### config.mk
export PLATFORM = sky130hd
export DESIGN_NAME = grid_bfs_path_finder_flat
export DESIGN_NICKNAME = d
export VERILOG_FILES = /design/src/rtl/core/gbfs_pkg.sv /design/src/rtl/core/gbfs_if.sv /design/src/rtl/core/gbfs_search.sv /design/src/rtl/core/gbfs_path.sv /design/src/rtl/core/grid_bfs_path_finder.sv /design/src/flat_wrapper.sv
export SDC_FILE = /design/constraint.sdc
export NUM_CORES = 2
export LEC_CHECK = 0
export ABC_AREA = 1
export ABC_CLOCK_PERIOD_IN_PS = 9000
export BUFFER_PORTS_ARGS = -buffer_cell sky130_fd_sc_hd__buf_2
export CAP_MARGIN = 10
export CORE_UTILIZATION = 40
export CTS_BUF_LIST = sky130_fd_sc_hd__clkbuf_8 sky130_fd_sc_hd__clkbuf_16
export DETAILED_ROUTE_END_ITERATION = 12
export PLACE_DENSITY = 0.66
export SLEW_MARGIN = 10
export SYNTH_ARGS = -nofsm -noshare
export SYNTH_HDL_FRONTEND = slang
export SYNTH_SLANG_ARGS = --single-unit
export TNS_END_PERCENT = 10
### constraint.sdc
create_clock -name clk -period 9 [get_ports clk]
set_clock_uncertainty 0.15 [all_clocks]
set_input_delay 0.9 -clock clk [delete_from_list [all_inputs] [get_ports clk]]
set_output_delay 0.9 -clock clk [all_outputs]
set_load 0.005 [all_outputs]
### src/rtl/core/gbfs_pkg.sv
// Shared types, constants and step tables of the grid breadth-first path finder.
package gbfs_pkg;

    localparam int CELL_W     = 6;
    localparam int DIST_W     = 7;
    localparam int CNT_W      = 7;
    localparam int IDX_W      = 8;
    localparam int CFG_IDX_W  = 3;
    localparam int CFG_DATA_W = 6;

    localparam logic [DIST_W-1:0] NO_VALUE = 7'd127;

    typedef enum logic [CFG_IDX_W-1:0] {
        REG_GRID_WIDTH     = 3'd0,
        REG_GRID_HEIGHT    = 3'd1,
        REG_ALLOW_DIAGONAL = 3'd2,
        REG_START_CELL     = 3'd3,
        REG_FINISH_CELL    = 3'd4
    } cfg_reg_t;

    typedef enum logic {
        CMD_WALL = 1'b0,
        CMD_RUN  = 1'b1
    } cmd_t;

    typedef struct packed {
        logic [3:0]        grid_width;
        logic [3:0]        grid_height;
        logic              allow_diagonal;
        logic [CELL_W-1:0] start_cell;
        logic [CELL_W-1:0] finish_cell;
    } cfg_t;

    typedef struct packed {
        logic              push;
        logic [CELL_W-1:0] cell_id;
        logic              emit;
        logic [CNT_W-1:0]  count;
    } path_cmd_t;

    typedef struct packed {
        logic              queued;
        logic [DIST_W-1:0] distance;
        logic [DIST_W-1:0] parent;
    } node_t;

    typedef enum logic [3:0] {
        S_IDLE, S_DIV, S_CLEAR, S_INIT, S_QRD, S_CRD, S_CLD, S_NADR,
        S_NEVAL, S_CWB, S_PWAIT, S_PFIN, S_PPUSH, S_PNEXT, S_WCLR
    } search_state_t;

    typedef enum logic [1:0] {
        P_IDLE, P_READ, P_LOAD, P_NONE
    } path_state_t;

    // Neighbor order: right, left, up, down, down-right, down-left, up-right, up-left.
    function automatic logic signed [1:0] step_dx(input logic [2:0] d);
        logic signed [1:0] r;
        case (d)
            3'd0, 3'd4, 3'd6: r = 2'sd1;
            3'd1, 3'd5, 3'd7: r = -2'sd1;
            default:          r = 2'sd0;
        endcase
        return r;
    endfunction

    function automatic logic signed [1:0] step_dy(input logic [2:0] d);
        logic signed [1:0] r;
        case (d)
            3'd2, 3'd6, 3'd7: r = -2'sd1;
            3'd3, 3'd4, 3'd5: r = 2'sd1;
            default:          r = 2'sd0;
        endcase
        return r;
    endfunction

endpackage

### src/rtl/core/gbfs_if.sv
// Valid/ready channel interfaces for commands in and path results out.
interface gbfs_in_if;
    logic                        valid;
    logic                        ready;
    logic                        cmd;
    logic [gbfs_pkg::CELL_W-1:0] cell_index;
    logic                        wall_bit;

    modport source (output valid, cmd, cell_index, wall_bit, input ready);
    modport sink (input valid, cmd, cell_index, wall_bit, output ready);
endinterface

interface gbfs_out_if;
    logic                        valid;
    logic                        ready;
    logic [gbfs_pkg::CELL_W-1:0] path_cell;
    logic                        found;
    logic                        last;

    modport source (output valid, path_cell, found, last, input ready);
    modport sink (input valid, path_cell, found, last, output ready);
endinterface

### src/rtl/core/gbfs_search.sv
// Search sequencer with the wall map, node store and visit queue memories.
module gbfs_search #(
    parameter int MAX_SIDE  = 8,
    parameter int MAX_CELLS = 64
) (
    input  logic                clk,
    input  logic                rst_n,
    input  gbfs_pkg::cfg_t      cfg,
    gbfs_in_if.sink             req,
    input  logic                path_busy,
    output gbfs_pkg::path_cmd_t path_cmd
);

    localparam int AW     = $clog2(MAX_CELLS);
    localparam int CW     = $clog2(MAX_SIDE);
    localparam int SIDE_W = $clog2(MAX_SIDE + 1);
    localparam int IDX_W  = gbfs_pkg::IDX_W;
    localparam int CNT_W  = gbfs_pkg::CNT_W;
    localparam int DIST_W = gbfs_pkg::DIST_W;
    localparam int CELL_W = gbfs_pkg::CELL_W;

    gbfs_pkg::search_state_t state_reg, state_next;

    logic [CELL_W-1:0] r_reg, r_next;
    logic [CW-1:0]     cx_reg, cx_next, cy_reg, cy_next;
    logic [CW-1:0]     nx_reg, nx_next, ny_reg, ny_next;
    logic [AW-1:0]     cnt_reg, cnt_next;
    logic [CNT_W-1:0]  i_reg, i_next, qn_reg, qn_next, n_reg, n_next;
    logic [IDX_W-1:0]  c_reg, c_next, idx_reg, idx_next;
    logic [3:0]        dir_reg, dir_next;
    logic [DIST_W-1:0] dc_reg, dc_next, pc_reg, pc_next, p_reg, p_next;
    logic              bad_reg, bad_next;

    gbfs_pkg::node_t node_mem [MAX_CELLS];
    gbfs_pkg::node_t node_rd_reg, node_wdata;
    logic [AW-1:0]   node_waddr, node_raddr;
    logic            node_we, node_re;

    logic            wall_mem [MAX_CELLS];
    logic            wall_rd_reg;
    logic            wall_re;

    logic [2*CW-1:0] queue_mem [MAX_CELLS];
    logic [2*CW-1:0] queue_rd_reg, queue_wdata;
    logic [AW-1:0]   queue_waddr, queue_raddr;
    logic            queue_we, queue_re;

    logic [SIDE_W-1:0] w, h;
    logic [IDX_W-1:0]  total_full;
    logic [CNT_W-1:0]  total;
    logic              accept, bad;
    logic [3:0]        dir_end;
    logic signed [CW+1:0] nx_s, ny_s;
    logic [IDX_W-1:0]  n_idx, c_idx;
    logic              in_grid, give, enq;
    logic [DIST_W-1:0] cand;
    logic [CW-1:0]     qx, qy;

    always_comb
    begin
        if (cfg.grid_width == 4'd0)
            w = SIDE_W'(1);
        else if (32'(cfg.grid_width) > MAX_SIDE)
            w = SIDE_W'(MAX_SIDE);
        else
            w = SIDE_W'(cfg.grid_width);
        if (cfg.grid_height == 4'd0)
            h = SIDE_W'(1);
        else if (32'(cfg.grid_height) > MAX_SIDE)
            h = SIDE_W'(MAX_SIDE);
        else
            h = SIDE_W'(cfg.grid_height);
    end

    assign total_full = IDX_W'(w) * IDX_W'(h);
    assign total      = (total_full > IDX_W'(MAX_CELLS)) ? CNT_W'(MAX_CELLS)
                                                         : CNT_W'(total_full);
    assign bad = (CNT_W'(cfg.start_cell) >= total) || (CNT_W'(cfg.finish_cell) >= total);

    assign req.ready = (state_reg == gbfs_pkg::S_IDLE);
    assign accept    = req.valid && req.ready;

    assign dir_end = cfg.allow_diagonal ? 4'd8 : 4'd4;
    assign nx_s = $signed({2'b00, cx_reg}) + (CW+2)'(gbfs_pkg::step_dx(dir_reg[2:0]));
    assign ny_s = $signed({2'b00, cy_reg}) + (CW+2)'(gbfs_pkg::step_dy(dir_reg[2:0]));
    assign n_idx = IDX_W'(ny_s[CW-1:0]) * IDX_W'(w) + IDX_W'(nx_s[CW-1:0]);
    assign in_grid = !nx_s[CW+1] && !ny_s[CW+1]
                  && (nx_s < $signed((CW+2)'(w))) && (ny_s < $signed((CW+2)'(h)))
                  && (n_idx < IDX_W'(total));

    assign qx    = queue_rd_reg[CW-1:0];
    assign qy    = queue_rd_reg[2*CW-1:CW];
    assign c_idx = IDX_W'(qy) * IDX_W'(w) + IDX_W'(qx);

    assign cand = node_rd_reg.distance + DIST_W'(1);
    assign give = (node_rd_reg.distance != gbfs_pkg::NO_VALUE) && !wall_rd_reg
               && ((dc_reg == gbfs_pkg::NO_VALUE) || (dc_reg > cand));
    assign enq  = (idx_reg != IDX_W'(cfg.start_cell)) && !wall_rd_reg
               && !node_rd_reg.queued && (qn_reg < total);

    always_comb
    begin
        state_next  = state_reg;
        r_next      = r_reg;
        cx_next     = cx_reg;
        cy_next     = cy_reg;
        nx_next     = nx_reg;
        ny_next     = ny_reg;
        cnt_next    = cnt_reg;
        i_next      = i_reg;
        qn_next     = qn_reg;
        n_next      = n_reg;
        c_next      = c_reg;
        idx_next    = idx_reg;
        dir_next    = dir_reg;
        dc_next     = dc_reg;
        pc_next     = pc_reg;
        p_next      = p_reg;
        bad_next    = bad_reg;
        node_we     = 1'b0;
        node_waddr  = '0;
        node_wdata  = '0;
        node_re     = 1'b0;
        node_raddr  = '0;
        wall_re     = 1'b0;
        queue_we    = 1'b0;
        queue_waddr = '0;
        queue_wdata = '0;
        queue_re    = 1'b0;
        queue_raddr = '0;
        path_cmd    = '0;
        unique case (state_reg)
            gbfs_pkg::S_WCLR:
            begin
                // Wall map clearing pass after reset, one entry a cycle.
                cnt_next = cnt_reg + AW'(1);
                if (cnt_reg == AW'(MAX_CELLS - 1))
                    state_next = gbfs_pkg::S_IDLE;
            end
            gbfs_pkg::S_IDLE:
            begin
                if (accept && req.cmd == gbfs_pkg::CMD_RUN)
                begin
                    bad_next   = bad;
                    r_next     = cfg.start_cell;
                    cy_next    = '0;
                    state_next = bad ? gbfs_pkg::S_PWAIT : gbfs_pkg::S_DIV;
                end
            end
            gbfs_pkg::S_DIV:
            begin
                // Row and column of the start cell by repeated subtraction.
                if (r_reg >= CELL_W'(w))
                begin
                    r_next  = r_reg - CELL_W'(w);
                    cy_next = cy_reg + CW'(1);
                end
                else
                begin
                    cx_next    = r_reg[CW-1:0];
                    cnt_next   = '0;
                    state_next = gbfs_pkg::S_CLEAR;
                end
            end
            gbfs_pkg::S_CLEAR:
            begin
                node_we    = 1'b1;
                node_waddr = cnt_reg;
                node_wdata = '{queued: 1'b0, distance: gbfs_pkg::NO_VALUE,
                               parent: gbfs_pkg::NO_VALUE};
                cnt_next   = cnt_reg + AW'(1);
                if (cnt_reg == AW'(MAX_CELLS - 1))
                    state_next = gbfs_pkg::S_INIT;
            end
            gbfs_pkg::S_INIT:
            begin
                node_we     = 1'b1;
                node_waddr  = cfg.start_cell[AW-1:0];
                node_wdata  = '{queued: 1'b1, distance: '0, parent: gbfs_pkg::NO_VALUE};
                queue_we    = 1'b1;
                queue_waddr = '0;
                queue_wdata = {cy_reg, cx_reg};
                qn_next     = CNT_W'(1);
                i_next      = '0;
                state_next  = gbfs_pkg::S_QRD;
            end
            gbfs_pkg::S_QRD:
            begin
                queue_re    = 1'b1;
                queue_raddr = i_reg[AW-1:0];
                state_next  = gbfs_pkg::S_CRD;
            end
            gbfs_pkg::S_CRD:
            begin
                c_next     = c_idx;
                cx_next    = qx;
                cy_next    = qy;
                node_re    = 1'b1;
                node_raddr = c_idx[AW-1:0];
                dir_next   = '0;
                state_next = gbfs_pkg::S_CLD;
            end
            gbfs_pkg::S_CLD:
            begin
                dc_next    = node_rd_reg.distance;
                pc_next    = node_rd_reg.parent;
                state_next = gbfs_pkg::S_NADR;
            end
            gbfs_pkg::S_NADR:
            begin
                if (dir_reg == dir_end)
                    state_next = gbfs_pkg::S_CWB;
                else if (in_grid)
                begin
                    node_re    = 1'b1;
                    node_raddr = n_idx[AW-1:0];
                    wall_re    = 1'b1;
                    idx_next   = n_idx;
                    nx_next    = nx_s[CW-1:0];
                    ny_next    = ny_s[CW-1:0];
                    state_next = gbfs_pkg::S_NEVAL;
                end
                else
                    dir_next = dir_reg + 4'd1;
            end
            gbfs_pkg::S_NEVAL:
            begin
                if (give)
                begin
                    dc_next = cand;
                    pc_next = DIST_W'(idx_reg);
                end
                if (enq)
                begin
                    node_we     = 1'b1;
                    node_waddr  = idx_reg[AW-1:0];
                    node_wdata  = '{queued: 1'b1, distance: node_rd_reg.distance,
                                    parent: node_rd_reg.parent};
                    queue_we    = 1'b1;
                    queue_waddr = qn_reg[AW-1:0];
                    queue_wdata = {ny_reg, nx_reg};
                    qn_next     = qn_reg + CNT_W'(1);
                end
                dir_next   = dir_reg + 4'd1;
                state_next = gbfs_pkg::S_NADR;
            end
            gbfs_pkg::S_CWB:
            begin
                node_we    = 1'b1;
                node_waddr = c_reg[AW-1:0];
                node_wdata = '{queued: 1'b1, distance: dc_reg, parent: pc_reg};
                i_next     = i_reg + CNT_W'(1);
                if (c_reg == IDX_W'(cfg.finish_cell) || (i_reg + CNT_W'(1)) >= qn_reg)
                    state_next = gbfs_pkg::S_PWAIT;
                else
                    state_next = gbfs_pkg::S_QRD;
            end
            gbfs_pkg::S_PWAIT:
            begin
                if (!path_busy)
                begin
                    if (bad_reg)
                    begin
                        path_cmd.emit = 1'b1;
                        state_next    = gbfs_pkg::S_IDLE;
                    end
                    else
                    begin
                        node_re    = 1'b1;
                        node_raddr = cfg.finish_cell[AW-1:0];
                        state_next = gbfs_pkg::S_PFIN;
                    end
                end
            end
            gbfs_pkg::S_PFIN:
            begin
                p_next = node_rd_reg.parent;
                n_next = '0;
                if (node_rd_reg.parent == gbfs_pkg::NO_VALUE)
                begin
                    path_cmd.emit = 1'b1;
                    state_next    = gbfs_pkg::S_IDLE;
                end
                else
                    state_next = gbfs_pkg::S_PPUSH;
            end
            gbfs_pkg::S_PPUSH:
            begin
                if (p_reg != gbfs_pkg::NO_VALUE && p_reg < total && n_reg < total)
                begin
                    path_cmd.push    = 1'b1;
                    path_cmd.cell_id = p_reg[CELL_W-1:0];
                    n_next           = n_reg + CNT_W'(1);
                    node_re          = 1'b1;
                    node_raddr       = p_reg[AW-1:0];
                    state_next       = gbfs_pkg::S_PNEXT;
                end
                else
                begin
                    path_cmd.emit  = 1'b1;
                    path_cmd.count = n_reg;
                    state_next     = gbfs_pkg::S_IDLE;
                end
            end
            gbfs_pkg::S_PNEXT:
            begin
                p_next     = node_rd_reg.parent;
                state_next = gbfs_pkg::S_PPUSH;
            end
            default: state_next = gbfs_pkg::S_IDLE;
        endcase
    end

    always_ff @(posedge clk or negedge rst_n)
    begin
        if (!rst_n)
        begin
            state_reg <= gbfs_pkg::S_WCLR;
            bad_reg   <= 1'b0;
            qn_reg    <= '0;
            i_reg     <= '0;
            n_reg     <= '0;
            cnt_reg   <= '0;
            dir_reg   <= '0;
        end
        else
        begin
            state_reg <= state_next;
            bad_reg   <= bad_next;
            qn_reg    <= qn_next;
            i_reg     <= i_next;
            n_reg     <= n_next;
            cnt_reg   <= cnt_next;
            dir_reg   <= dir_next;
        end
    end

    always_ff @(posedge clk)
    begin
        r_reg   <= r_next;
        cx_reg  <= cx_next;
        cy_reg  <= cy_next;
        nx_reg  <= nx_next;
        ny_reg  <= ny_next;
        c_reg   <= c_next;
        idx_reg <= idx_next;
        dc_reg  <= dc_next;
        pc_reg  <= pc_next;
        p_reg   <= p_next;
    end

    always_ff @(posedge clk)
    begin
        if (node_we)
            node_mem[node_waddr] <= node_wdata;
        if (node_re)
            node_rd_reg <= node_mem[node_raddr];
    end

    always_ff @(posedge clk)
    begin
        if (state_reg == gbfs_pkg::S_WCLR)
            wall_mem[cnt_reg] <= 1'b0;
        else if (accept && req.cmd == gbfs_pkg::CMD_WALL
                 && CNT_W'(req.cell_index) < CNT_W'(MAX_CELLS))
            wall_mem[req.cell_index[AW-1:0]] <= req.wall_bit;
        if (wall_re)
            wall_rd_reg <= wall_mem[n_idx[AW-1:0]];
    end

    always_ff @(posedge clk)
    begin
        if (queue_we)
            queue_mem[queue_waddr] <= queue_wdata;
        if (queue_re)
            queue_rd_reg <= queue_mem[queue_raddr];
    end

`ifndef SYNTH
    a_enq_not_self: assert property (@(posedge clk) disable iff (!rst_n)
        (state_reg == gbfs_pkg::S_NEVAL && node_we) |-> (idx_reg != c_reg))
        else $error("enqueue write hits the cell under expansion");
    a_queue_bound: assert property (@(posedge clk) disable iff (!rst_n)
        (state_reg == gbfs_pkg::S_NEVAL) |-> (qn_reg <= total))
        else $error("visit queue grew past the grid size");
    a_read_behind_write: assert property (@(posedge clk) disable iff (!rst_n)
        (state_reg == gbfs_pkg::S_QRD) |-> (i_reg < qn_reg))
        else $error("queue read beyond the written entries");
`endif

endmodule

### src/rtl/core/gbfs_path.sv
// Path stack memory and result output register, emitting the path start first.
module gbfs_path #(
    parameter int MAX_CELLS = 64
) (
    input  logic                clk,
    input  logic                rst_n,
    input  gbfs_pkg::path_cmd_t path_cmd,
    output logic                path_busy,
    gbfs_out_if.source          rsp
);

    localparam int AW     = $clog2(MAX_CELLS);
    localparam int CNT_W  = gbfs_pkg::CNT_W;
    localparam int CELL_W = gbfs_pkg::CELL_W;

    gbfs_pkg::path_state_t state_reg, state_next;
    logic [CNT_W-1:0]  wp_reg, wp_next, rem_reg, rem_next;
    logic              valid_reg, valid_next;
    logic [CELL_W-1:0] cell_reg, cell_next;
    logic              found_reg, found_next, last_reg, last_next;

    logic [CELL_W-1:0] stack_mem [MAX_CELLS];
    logic [CELL_W-1:0] stack_rd_reg;
    logic              stack_re;
    logic [CNT_W-1:0]  rd_ptr;
    logic              out_free;

    assign out_free  = !valid_reg || rsp.ready;
    assign path_busy = (state_reg != gbfs_pkg::P_IDLE);
    assign rd_ptr    = rem_reg - CNT_W'(1);

    assign rsp.valid     = valid_reg;
    assign rsp.path_cell = cell_reg;
    assign rsp.found     = found_reg;
    assign rsp.last      = last_reg;

    always_comb
    begin
        state_next = state_reg;
        wp_next    = wp_reg;
        rem_next   = rem_reg;
        valid_next = valid_reg && !rsp.ready;
        cell_next  = cell_reg;
        found_next = found_reg;
        last_next  = last_reg;
        stack_re   = 1'b0;
        unique case (state_reg)
            gbfs_pkg::P_IDLE:
            begin
                if (path_cmd.push)
                    wp_next = wp_reg + CNT_W'(1);
                if (path_cmd.emit)
                begin
                    wp_next    = '0;
                    rem_next   = path_cmd.count;
                    state_next = (path_cmd.count == '0) ? gbfs_pkg::P_NONE
                                                        : gbfs_pkg::P_READ;
                end
            end
            gbfs_pkg::P_READ:
            begin
                stack_re   = 1'b1;
                state_next = gbfs_pkg::P_LOAD;
            end
            gbfs_pkg::P_LOAD:
            begin
                if (out_free)
                begin
                    valid_next = 1'b1;
                    cell_next  = stack_rd_reg;
                    found_next = 1'b1;
                    last_next  = (rem_reg == CNT_W'(1));
                    rem_next   = rd_ptr;
                    state_next = (rem_reg == CNT_W'(1)) ? gbfs_pkg::P_IDLE
                                                        : gbfs_pkg::P_READ;
                end
            end
            gbfs_pkg::P_NONE:
            begin
                if (out_free)
                begin
                    valid_next = 1'b1;
                    cell_next  = '0;
                    found_next = 1'b0;
                    last_next  = 1'b1;
                    state_next = gbfs_pkg::P_IDLE;
                end
            end
            default: state_next = gbfs_pkg::P_IDLE;
        endcase
    end

    always_ff @(posedge clk or negedge rst_n)
    begin
        if (!rst_n)
        begin
            state_reg <= gbfs_pkg::P_IDLE;
            wp_reg    <= '0;
            rem_reg   <= '0;
            valid_reg <= 1'b0;
        end
        else
        begin
            state_reg <= state_next;
            wp_reg    <= wp_next;
            rem_reg   <= rem_next;
            valid_reg <= valid_next;
        end
    end

    always_ff @(posedge clk)
    begin
        cell_reg  <= cell_next;
        found_reg <= found_next;
        last_reg  <= last_next;
    end

    always_ff @(posedge clk)
    begin
        if (path_cmd.push && state_reg == gbfs_pkg::P_IDLE)
            stack_mem[wp_reg[AW-1:0]] <= path_cmd.cell_id;
        if (stack_re)
            stack_rd_reg <= stack_mem[rd_ptr[AW-1:0]];
    end

`ifndef SYNTH
    a_push_when_idle: assert property (@(posedge clk) disable iff (!rst_n)
        path_cmd.push |-> (state_reg == gbfs_pkg::P_IDLE))
        else $error("path push arrived while the stack was being emitted");
    a_hold_while_stalled: assert property (@(posedge clk) disable iff (!rst_n)
        (rsp.valid && !rsp.ready) |=> (rsp.valid && $stable(rsp.path_cell)
                                       && $stable(rsp.found) && $stable(rsp.last)))
        else $error("result changed while it waited for the receiver");
    a_miss_is_last: assert property (@(posedge clk) disable iff (!rst_n)
        (rsp.valid && !rsp.found) |-> (rsp.last && rsp.path_cell == '0))
        else $error("not-found result is not a single final transaction");
`endif

endmodule

### src/rtl/core/grid_bfs_path_finder.sv
// Top level of the grid breadth-first path finder: configuration registers and submodules.
//
// This block finds a shortest path on a grid of up to MAX_SIDE x MAX_SIDE cells. After
// reset the wall map is cleared in a pass over all MAX_CELLS entries during which no
// request is accepted. Each request transaction is either a wall write, which sets the
// wall bit of one cell and gives no result, or a run command. A run computes the start
// cell's row and column, then clears the node store one entry a cycle, and walks the
// visit queue: for each dequeued cell it reads the cell's node, reads and evaluates
// each in-grid neighbor in turn, and writes the cell back to the node memory that
// holds distance, parent and queued mark. The path is then traced back through parent
// links and emitted start first. If the finish is unreachable, a wall, equal to the
// start, or the start or finish lies outside the grid, one result with found low and
// last high is given. Configuration is written through cfg_we, cfg_index and cfg_data
// and must only change while no run is in progress. A new request is accepted while
// the last result of the previous run still waits in the output register.
module grid_bfs_path_finder #(
    parameter int MAX_SIDE  = 8,
    parameter int MAX_CELLS = 64
) (
    input  logic                                clk,
    input  logic                                rst_n,
    gbfs_in_if.sink                             req,
    gbfs_out_if.source                          rsp,
    input  logic                                cfg_we,
    input  logic [gbfs_pkg::CFG_IDX_W-1:0]      cfg_index,
    input  logic [gbfs_pkg::CFG_DATA_W-1:0]     cfg_data
);

    gbfs_pkg::cfg_t      cfg_reg;
    gbfs_pkg::path_cmd_t path_cmd;
    logic                path_busy;

    // Configuration registers; writes to unlisted indexes are dropped.
    always_ff @(posedge clk or negedge rst_n)
    begin
        if (!rst_n)
        begin
            cfg_reg.grid_width     <= 4'd8;
            cfg_reg.grid_height    <= 4'd8;
            cfg_reg.allow_diagonal <= 1'b0;
            cfg_reg.start_cell     <= 6'd0;
            cfg_reg.finish_cell    <= 6'd63;
        end
        else if (cfg_we)
        begin
            unique case (cfg_index)
                gbfs_pkg::REG_GRID_WIDTH:     cfg_reg.grid_width     <= cfg_data[3:0];
                gbfs_pkg::REG_GRID_HEIGHT:    cfg_reg.grid_height    <= cfg_data[3:0];
                gbfs_pkg::REG_ALLOW_DIAGONAL: cfg_reg.allow_diagonal <= cfg_data[0];
                gbfs_pkg::REG_START_CELL:     cfg_reg.start_cell     <= cfg_data;
                gbfs_pkg::REG_FINISH_CELL:    cfg_reg.finish_cell    <= cfg_data;
                default: ;
            endcase
        end
    end

    // The search sequencer owns the wall map, node store and queue; it hands the
    // traced path to the path unit once that unit has finished the previous run.
    gbfs_search #(
        .MAX_SIDE  (MAX_SIDE),
        .MAX_CELLS (MAX_CELLS)
    ) u_search (
        .clk       (clk),
        .rst_n     (rst_n),
        .cfg       (cfg_reg),
        .req       (req),
        .path_busy (path_busy),
        .path_cmd  (path_cmd)
    );

    // The path unit reverses the traced parent chain and drives the result channel.
    gbfs_path #(
        .MAX_CELLS (MAX_CELLS)
    ) u_path (
        .clk       (clk),
        .rst_n     (rst_n),
        .path_cmd  (path_cmd),
        .path_busy (path_busy),
        .rsp       (rsp)
    );

endmodule

### src/flat_wrapper.sv
// flat-port wrapper written by rule: the top's interface ports become plain ports
module grid_bfs_path_finder_flat 
#(
    parameter int MAX_SIDE  = 8,
    parameter int MAX_CELLS = 64
)
  (clk, rst_n, cfg_we, cfg_index, cfg_data, req_valid, req_cmd, req_cell_index, req_wall_bit, req_ready, rsp_valid, rsp_path_cell, rsp_found, rsp_last, rsp_ready);
  gbfs_in_if req_i ();
  gbfs_out_if rsp_i ();
  input  logic clk;
  input  logic rst_n;
  input  logic cfg_we;
  input  logic [gbfs_pkg::CFG_IDX_W-1:0] cfg_index;
  input  logic [gbfs_pkg::CFG_DATA_W-1:0] cfg_data;
  input wire logic [$bits(req_i.valid)-1:0] req_valid;
  input wire logic [$bits(req_i.cmd)-1:0] req_cmd;
  input wire logic [$bits(req_i.cell_index)-1:0] req_cell_index;
  input wire logic [$bits(req_i.wall_bit)-1:0] req_wall_bit;
  output wire logic [$bits(req_i.ready)-1:0] req_ready;
  output wire logic [$bits(rsp_i.valid)-1:0] rsp_valid;
  output wire logic [$bits(rsp_i.path_cell)-1:0] rsp_path_cell;
  output wire logic [$bits(rsp_i.found)-1:0] rsp_found;
  output wire logic [$bits(rsp_i.last)-1:0] rsp_last;
  input wire logic [$bits(rsp_i.ready)-1:0] rsp_ready;
  assign req_i.valid = req_valid;
  assign req_i.cmd = req_cmd;
  assign req_i.cell_index = req_cell_index;
  assign req_i.wall_bit = req_wall_bit;
  assign req_ready = req_i.ready;
  assign rsp_valid = rsp_i.valid;
  assign rsp_path_cell = rsp_i.path_cell;
  assign rsp_found = rsp_i.found;
  assign rsp_last = rsp_i.last;
  assign rsp_i.ready = rsp_ready;
  grid_bfs_path_finder #(.MAX_SIDE(MAX_SIDE), .MAX_CELLS(MAX_CELLS)) u_core (.clk(clk), .rst_n(rst_n), .req(req_i), .rsp(rsp_i), .cfg_we(cfg_we), .cfg_index(cfg_index), .cfg_data(cfg_data));
endmodule
Word-level counts from Yosys, hierarchy flattened
Memories as Yosys holds them, arrays and structs flattened. A register that Yosys moved wholly into a read port is not among the register bits.
Index checks and enable logic that the tools add are counted.
{ "totals": {"mem_count": 4, "mem_bits_rw": 1792, "reg_bits": 137} }
{ "memory_table": {"columns": ["name", "depth", "width", "rd", "rd_ports_with_merged_regs", "write_ports", "line", "text"], "rows": [
  ["u_core.u_search.node_mem", 64, 15, 1, 1, 1, "gbfs_search.sv:34", "gbfs_pkg::node_t node_mem [MAX_CELLS];"],
  ["u_core.u_path.stack_mem", 64, 6, 1, 1, 1, "gbfs_path.sv:22", "logic [CELL_W-1:0] stack_mem [MAX_CELLS];"],
  ["u_core.u_search.queue_mem", 64, 6, 1, 1, 1, "gbfs_search.sv:43", "logic [2*CW-1:0] queue_mem [MAX_CELLS];"],
  ["u_core.u_search.wall_mem", 64, 1, 1, 1, 1, "gbfs_search.sv:39", "logic wall_mem [MAX_CELLS];"]
]} }
{ "classes": {"n_mux": 113, "n_reduce_logical": 76, "bitwise": 2, "add_sub_neg": 14, "order_cmp": 14, "n_mul": 3, "n_eq_ne": 52} }
{ "op_table": {"columns": ["op", "n"], "rows": [
  ["$mux 6", 16],
  ["$mux 7", 12],
  ["$pmux 7 s2", 6],
  ["$mux 4", 19],
  ["$pmux 15 s4", 1],
  ["$pmux 4 s14", 1],
  ["$pmux 6 s2", 4],
  ["$pmux 6 s4", 2],
  ["$add 7x1->7 const B", 5],
  ["$mux 1", 31],
  ["$eq 4x4->1 const B", 7],
  ["$ne 2x2->1 const B", 12],
  ["$reduce_and 2->1", 12],
  ["$reduce_bool 2->1", 11],
  ["$lt 7x7->1", 3],
  ["$reduce_and 3->1", 7],
  ["$add 7x3->8", 2],
  ["$eq 4x3->1 const B", 4],
  ["$logic_and 1x1->1", 16],
  ["$eq 3x3->1 const B", 5],
  ["$mux 15", 1],
  ["$reduce_or 3->1", 5],
  ["$eq 7x7->1 const B", 2],
  ["$ge 6x7->1", 2],
  ["51 further kinds", 88]
]} }

Longest topological paths before layout
{ "logic_depth": {"depth_word": 15, "depth_mapped": 40, "ltp_nobuf": 38} }

Hierarchy
Synthesis repeated with hierarchy kept, for this count alone.
{ "unflattened": {"hier_cells": 8475, "hier_area_um2": 90005.1} }
{ "by_module_without_submodules": {"columns": ["mod", "instances", "seq_area_each_um2", "cells_each", "area_each_um2"], "rows": [
  ["gbfs_search", 1, 45497.4, 6685, 71374.7],
  ["gbfs_path", 1, 12351.8, 1685, 17723.2],
  ["grid_bfs_path_finder", 1, 535.5, 105, 907.1]
]} }

Worst setup path after synthesis
OpenSTA, ideal clock, no wires.
{ "synth_timing": {"path_kind": "flip-flop to flip-flop", "startpoint": "register u_core.cfg_reg[20] (netlist name)", "endpoint": "register, netlist name u_core.u_search.node_rd_reg[3]", "path_slack_ns": 1.633, "setup_ns": 0.253, "n_path_buf": 3, "arrival_ns": 6.964, "synth_period_minus_slack_ns": 7.367, "path_stages_with_launch": 35, "path_cell_list": "dfstp_2 > buf_4 > o31ai_1 > nand2_1 > inv_1 > nand2_1 > fa_1 > fa_1 > inv_1 > fa_1 > or3_1 > inv_1 > nand4_1 > nand2_1 > nand2_1 > inv_1 > nand2_1 > ha_1 > nand2_1 > inv_1 > nand2_1 > o21ai_0 > a211oi_1 > o2111ai_1 > a21oi_4 > nand3_2 > nor2_1 > nor2_1 > o21a_1 > buf_2 > clkbuf_1 > nand3_1 > nand3_1 > nand3_1 > nand2_1"} }
{ "synth_between": {"elab_chain_cells": 11, "word_cells_on_any_way": 28, "classes_between": "add/sub (2); mul (3); order compare (6); mux (11); reduce/logical (6)"} }
{ "synth_lines": {"columns": ["item", "line", "text"], "rows": [
  ["start: declaration", "grid_bfs_path_finder.sv:29", "gbfs_pkg::cfg_t cfg_reg;"],
  ["$gt 4x4->1", "gbfs_search.sv:63", "else if (32'(cfg.grid_width) > MAX_SIDE)"],
  ["$mux 4", "gbfs_search.sv:63", null],
  ["$mux 4 (*)", "gbfs_search.sv:61", "if (cfg.grid_width == 4'd0)"],
  ["$mul 4x4->8", "gbfs_search.sv:75", "assign total_full = IDX_W'(w) * IDX_W'(h);"],
  ["$gt 8x7->1", "gbfs_search.sv:76", "assign total = (total_full > IDX_W'(MAX_CELLS)) ? CNT_W'(MAX_CELLS)"],
  ["$mux 7", "gbfs_search.sv:76", null],
  ["$lt 8x7->1 or $lt 7x7->1 (tied branches)", "gbfs_search.sv:89, gbfs_search.sv:289", null],
  ["$logic_and 1x1->1, on equally long branches", "gbfs_search.sv:89, gbfs_search.sv:289", null],
  ["$mux 6 (tied with other cells)", "gbfs_search.sv:213", "else if (in_grid)"],
  ["$mux 6 (tied with other cells)", "gbfs_search.sv:211", "if (dir_reg == dir_end)"],
  ["$pmux 6 s4 or $pmux 1 s4 (tied branches)", "gbfs_search.sv:132", "unique case (state_reg)"]
]} }
Mark *: on every way between the ends. The rest lies on a longest branch, timed or not.
A chain may end at the register's enable or synchronous reset.

Worst setup path after layout
{ "layout_timing": {"startpoint": "register u_core.u_search.dir_reg[1]", "endpoint": "register, netlist name u_core.u_search.node_rd_reg[11]"} }
{ "layout_between": {"word_cells_on_any_way": 34, "classes_between": "add/sub (3); mul (1); order compare (3); eq/ne (8); mux (8); reduce/logical (11)"} }
{ "layout_rtl": {"columns": ["item", "line", "text"], "rows": [
  ["start: declaration", "gbfs_search.sv:30", "logic [3:0] dir_reg, dir_next;"],
  ["start signal: assignment", "gbfs_search.sv:334", "dir_reg <= dir_next;"],
  ["$eq 3x2->1 or $eq 3x3->1 (tied branches)", "gbfs_pkg.sv:69", "case (d)"],
  ["$reduce_or 3->1", "gbfs_pkg.sv:69", null],
  ["$pmux 2 s2 (*)", "gbfs_pkg.sv:69", null],
  ["$add 4x2->5 (*)", "gbfs_search.sv:85", "assign ny_s = $signed({2'b00, cy_reg}) + (CW+2)'(gbfs_pkg::step_dy(dir_reg[2:0]));"],
  ["net u_core.u_search.ny_s[2]", "gbfs_search.sv:53", "logic signed [CW+1:0] nx_s, ny_s;"],
  ["$mul 3x4->7 (*)", "gbfs_search.sv:86", "assign n_idx = IDX_W'(ny_s[CW-1:0]) * IDX_W'(w) + IDX_W'(nx_s[CW-1:0]);"],
  ["$add 7x3->8 (*)", "gbfs_search.sv:86", null],
  ["net u_core.u_search.n_idx[6]", "gbfs_search.sv:54", "logic [IDX_W-1:0] n_idx, c_idx;"],
  ["$lt 8x7->1 (*)", "gbfs_search.sv:89", "&& (n_idx < IDX_W'(total));"],
  ["$logic_and 1x1->1 (*)", "gbfs_search.sv:89", null],
  ["$mux 6 or $mux 1 (tied branches)", "gbfs_search.sv:213", null],
  ["$mux 6 or $mux 1 (tied branches)", "gbfs_search.sv:211", null],
  ["$pmux 6 s4 or $pmux 1 s4 (tied branches)", "gbfs_search.sv:132", null]
]} }
The timed path passes the listed nets; every way through them passes the cells marked *.

==> metrics.csv <==
metric;value;unit
final_cells;11050;
nFillCells;19840;
initial_core_util;0.4030;
ctsHtreeMaxLevel;4;
syn-instance-count;7991;
nNetsFinal;8077;
synth-seq-cells;1956;
max_stage_delay;570;ps
grt_max_degree;208;
vias;61730;
cts_made_buffers;194;
path_delay_family;simple AND/OR/NAND/NOR gates;
design_area;0.09895;sq mm
synth_edf_count;1883;
ys_types;64;
vdd.ir_drop.worst;309.3;uV
wl_met1;100400;microns
worst-path-max-fanout;138;
status;finished clean;
endpoint_kind;flop;
holdPathStages;2;
antenna_found_initial;4;
fmaxAchievable;0.1238;GHz
grt_pass1_wl;361100;microns
synth_ff_type;edfxtp_1;
path_buf_inv;4;
wl_met3;20640;microns
wl_met2;109500;microns
seqCellArea;0.05839;sq mm
drv_cap;0;
routed.top_layer;met5;
crit_slowest_cell;fa_1;
hold_viol_final;0;
cts_sinks;1956;
top_register;u_core.u_search.node_mem;
largest_reg_flops;960;
cts_max_path_buffers;3;
port-buffer-count;31;
r2r_end;u_core.u_search.node_rd_reg[11];
gp_congestion;0.9276;
worstPathRequired;9460;ps
viasPerCell;5.589;
crit_start;u_core.u_search.dir_reg[1];
grt_util_all_layers;0.2083;
initialDrtViolationCount;7310;
total_leakage_power;0.03671;uW
power.density;287.8;mW/mm^2
hold_end;u_core.u_path.rsp.valid;
fin_util;0.4495;
wl_per_cell;21.53;microns
r2r_cells;34;
grt_pass1_vias;58910;
final.setup.tns;0;ps
ys_seq_area_frac;0.6580;
dr.pass1.iters;6;
start_kind;flop;
drc;0;
multi_input_comb_area;0.02383;sq mm
rows;172;
period_needed;8080;ps
syn_nets;8144;
die-height;473.0;microns
fin_hold_ws;148.8;ps
area_delta_synth_final;11.53;%
routed_wl;237800;microns
antenna_left;0;
rsz0062_at_grt;false;
setup_viol;0;
async_flop_share;0.03732;
clock_latency;850;ps
io-pin-count;32;
hold_start;rsp_ready;
relSlewSlack;0.1921;
placedCellCount;10680;
worstHoldPathType;in2reg;
gr-total-overflow;0;
postCtsSetupRepairBufs;0;
drive_above_1_share;0.09808;
place_hpwl;137800;microns
worstSetupPathType;reg2reg;
regToRegSetupSlack;920;ps
cts-root-buf;clkbuf_16;
min_period_over_period;0.8978;
dieArea;0.2237;sq mm
dpl_cell_area;0.09252;sq mm
slew_violations;0;
core_area;0.2202;sq mm
clk_pin_slew;70;ps
reg2reg_from;u_core.u_search.dir_reg[1];
cpMostUsedCell;nand2_1;
yosysWarnings;0;
die_w;473.0;microns
synth.cell_area;0.08873;sq mm
cp_data_arrival_time;8530;ps
syn_area_per_cell;11.10;sq um
worstMarginPinSlew;1212;ps
cts_tree;done;
report_power, final:
part           internal (uW)  switching, uW  total (uW)
registers              10900            248       11200
clock network           4560           3570        8140
logic                   2560           6580        9150
cell type report:
cell class                 count  share of cell area
antenna                        2          0.00005058
inverter                    1227             0.04677
clock buffer                 198             0.04973
tap                         2958             0.03740
sequential                  1956              0.5901
timing repair buffer         230             0.02026
clock inverter               159             0.01495
multi-input combinational   4315              0.2408
layer usage:
metal  up-vias  track usage
met1     30240       0.2940
met2      2963       0.3263
met5         -            0
met3       455      0.03474
met4         2      0.06729
li1      28070            -
metrics by stage:
stage,setup WS (ps),power (uW)
global route,338.4,29650
detailed placement,1049,20380
floorplan,1633,17040
CTS,1032,28480
global placement,1137,20230
finish,920.2,28480
how the worst max path moves through the flow:
stage,end,slack [ps],cells after the start
2_1_floorplan,u_core.u_search.node_rd_reg[3],1630,34
3_3_place_gp,u_core.u_search.node_rd_reg[3],1140,32
3_5_place_dp,u_core.u_search.node_rd_reg[6],1050,32
4_1_cts,u_core.u_search.node_rd_reg[6],1030,32
5_1_grt,u_core.u_search.node_rd_reg[11],340,32
6_report,u_core.u_search.node_rd_reg[11],920,34
cell usage in the layout, fill, tap and decap left out, drive strengths merged, types with 3 or more instances in the layout:
cell / instances
clkbuf: 198
nand3b: 3
o21a: 7
nand3: 1136
o221ai: 63
clkinvlp: 6
o211ai: 257
a22o: 7
or2: 195
edfxtp: 1883
o22ai: 11
mux2i: 61
nor3b: 3
dfstp: 11
ha: 116
dfrtp: 62
xor2: 30
a31oi: 5
inv: 1277
a211oi: 3
nor2: 580
buf: 229
nand2: 791
o21ai: 343
xnor2: 7
clkinv: 83
o32ai: 52
bufinv: 20
fa: 15
nor4: 6
a21oi: 53
nand4: 503
nor3: 43
cell usage after synthesis (30+ instances only):
master / n / share of area
edfxtp_1: 1883 / 0.64
inv_1: 1202 / 0.051
nand3_1: 1133 / 0.064
nand2_1: 790 / 0.033
nor2_1: 575 / 0.024
nand4_1: 503 / 0.035
o21ai_0: 331 / 0.019
clkbuf_1: 284 / 0.012
o211ai_1: 257 / 0.022
or2_2: 195 / 0.014
ha_1: 116 / 0.016
buf_2: 90 / 0.0051
buf_1: 88 / 0.0037
o221ai_1: 63 / 0.0062
dfrtp_1: 62 / 0.017
mux2i_1: 61 / 0.0069
o32ai_1: 52 / 0.0051
a21oi_1: 51 / 0.0029
nor3_1: 42 / 0.0024
xor2_1: 30 / 0.0030
what timing repair did:
action | 4_1_cts | 5_1_grt
resized for setup | 0 | 0
hold endpoints to repair | 22 | 0
hold buffers | 1 | 0
worst register-to-register path: cells and delay by family, from the launching register on:
family,cells,cell delay [ps]
AO/OA/AOI/OAI,2,440
XOR/XNOR,2,520
adder cells (fa/ha/maj),7,2370
buffers and inverters,4,910
flip-flops,1,420
AND/OR/NAND/NOR,19,3070
cell families after synthesis:
group           after synthesis  synth area share
buf+inv                    1720           0.07566
flops                      1956            0.6580
compound gates              822           0.06045
fa+ha+maj                   131           0.01974
xor+xnor                     37          0.003652
simple gates               3264            0.1756
mux                          61          0.006882
Note: power is estimated with default switching activity, not from simulation.
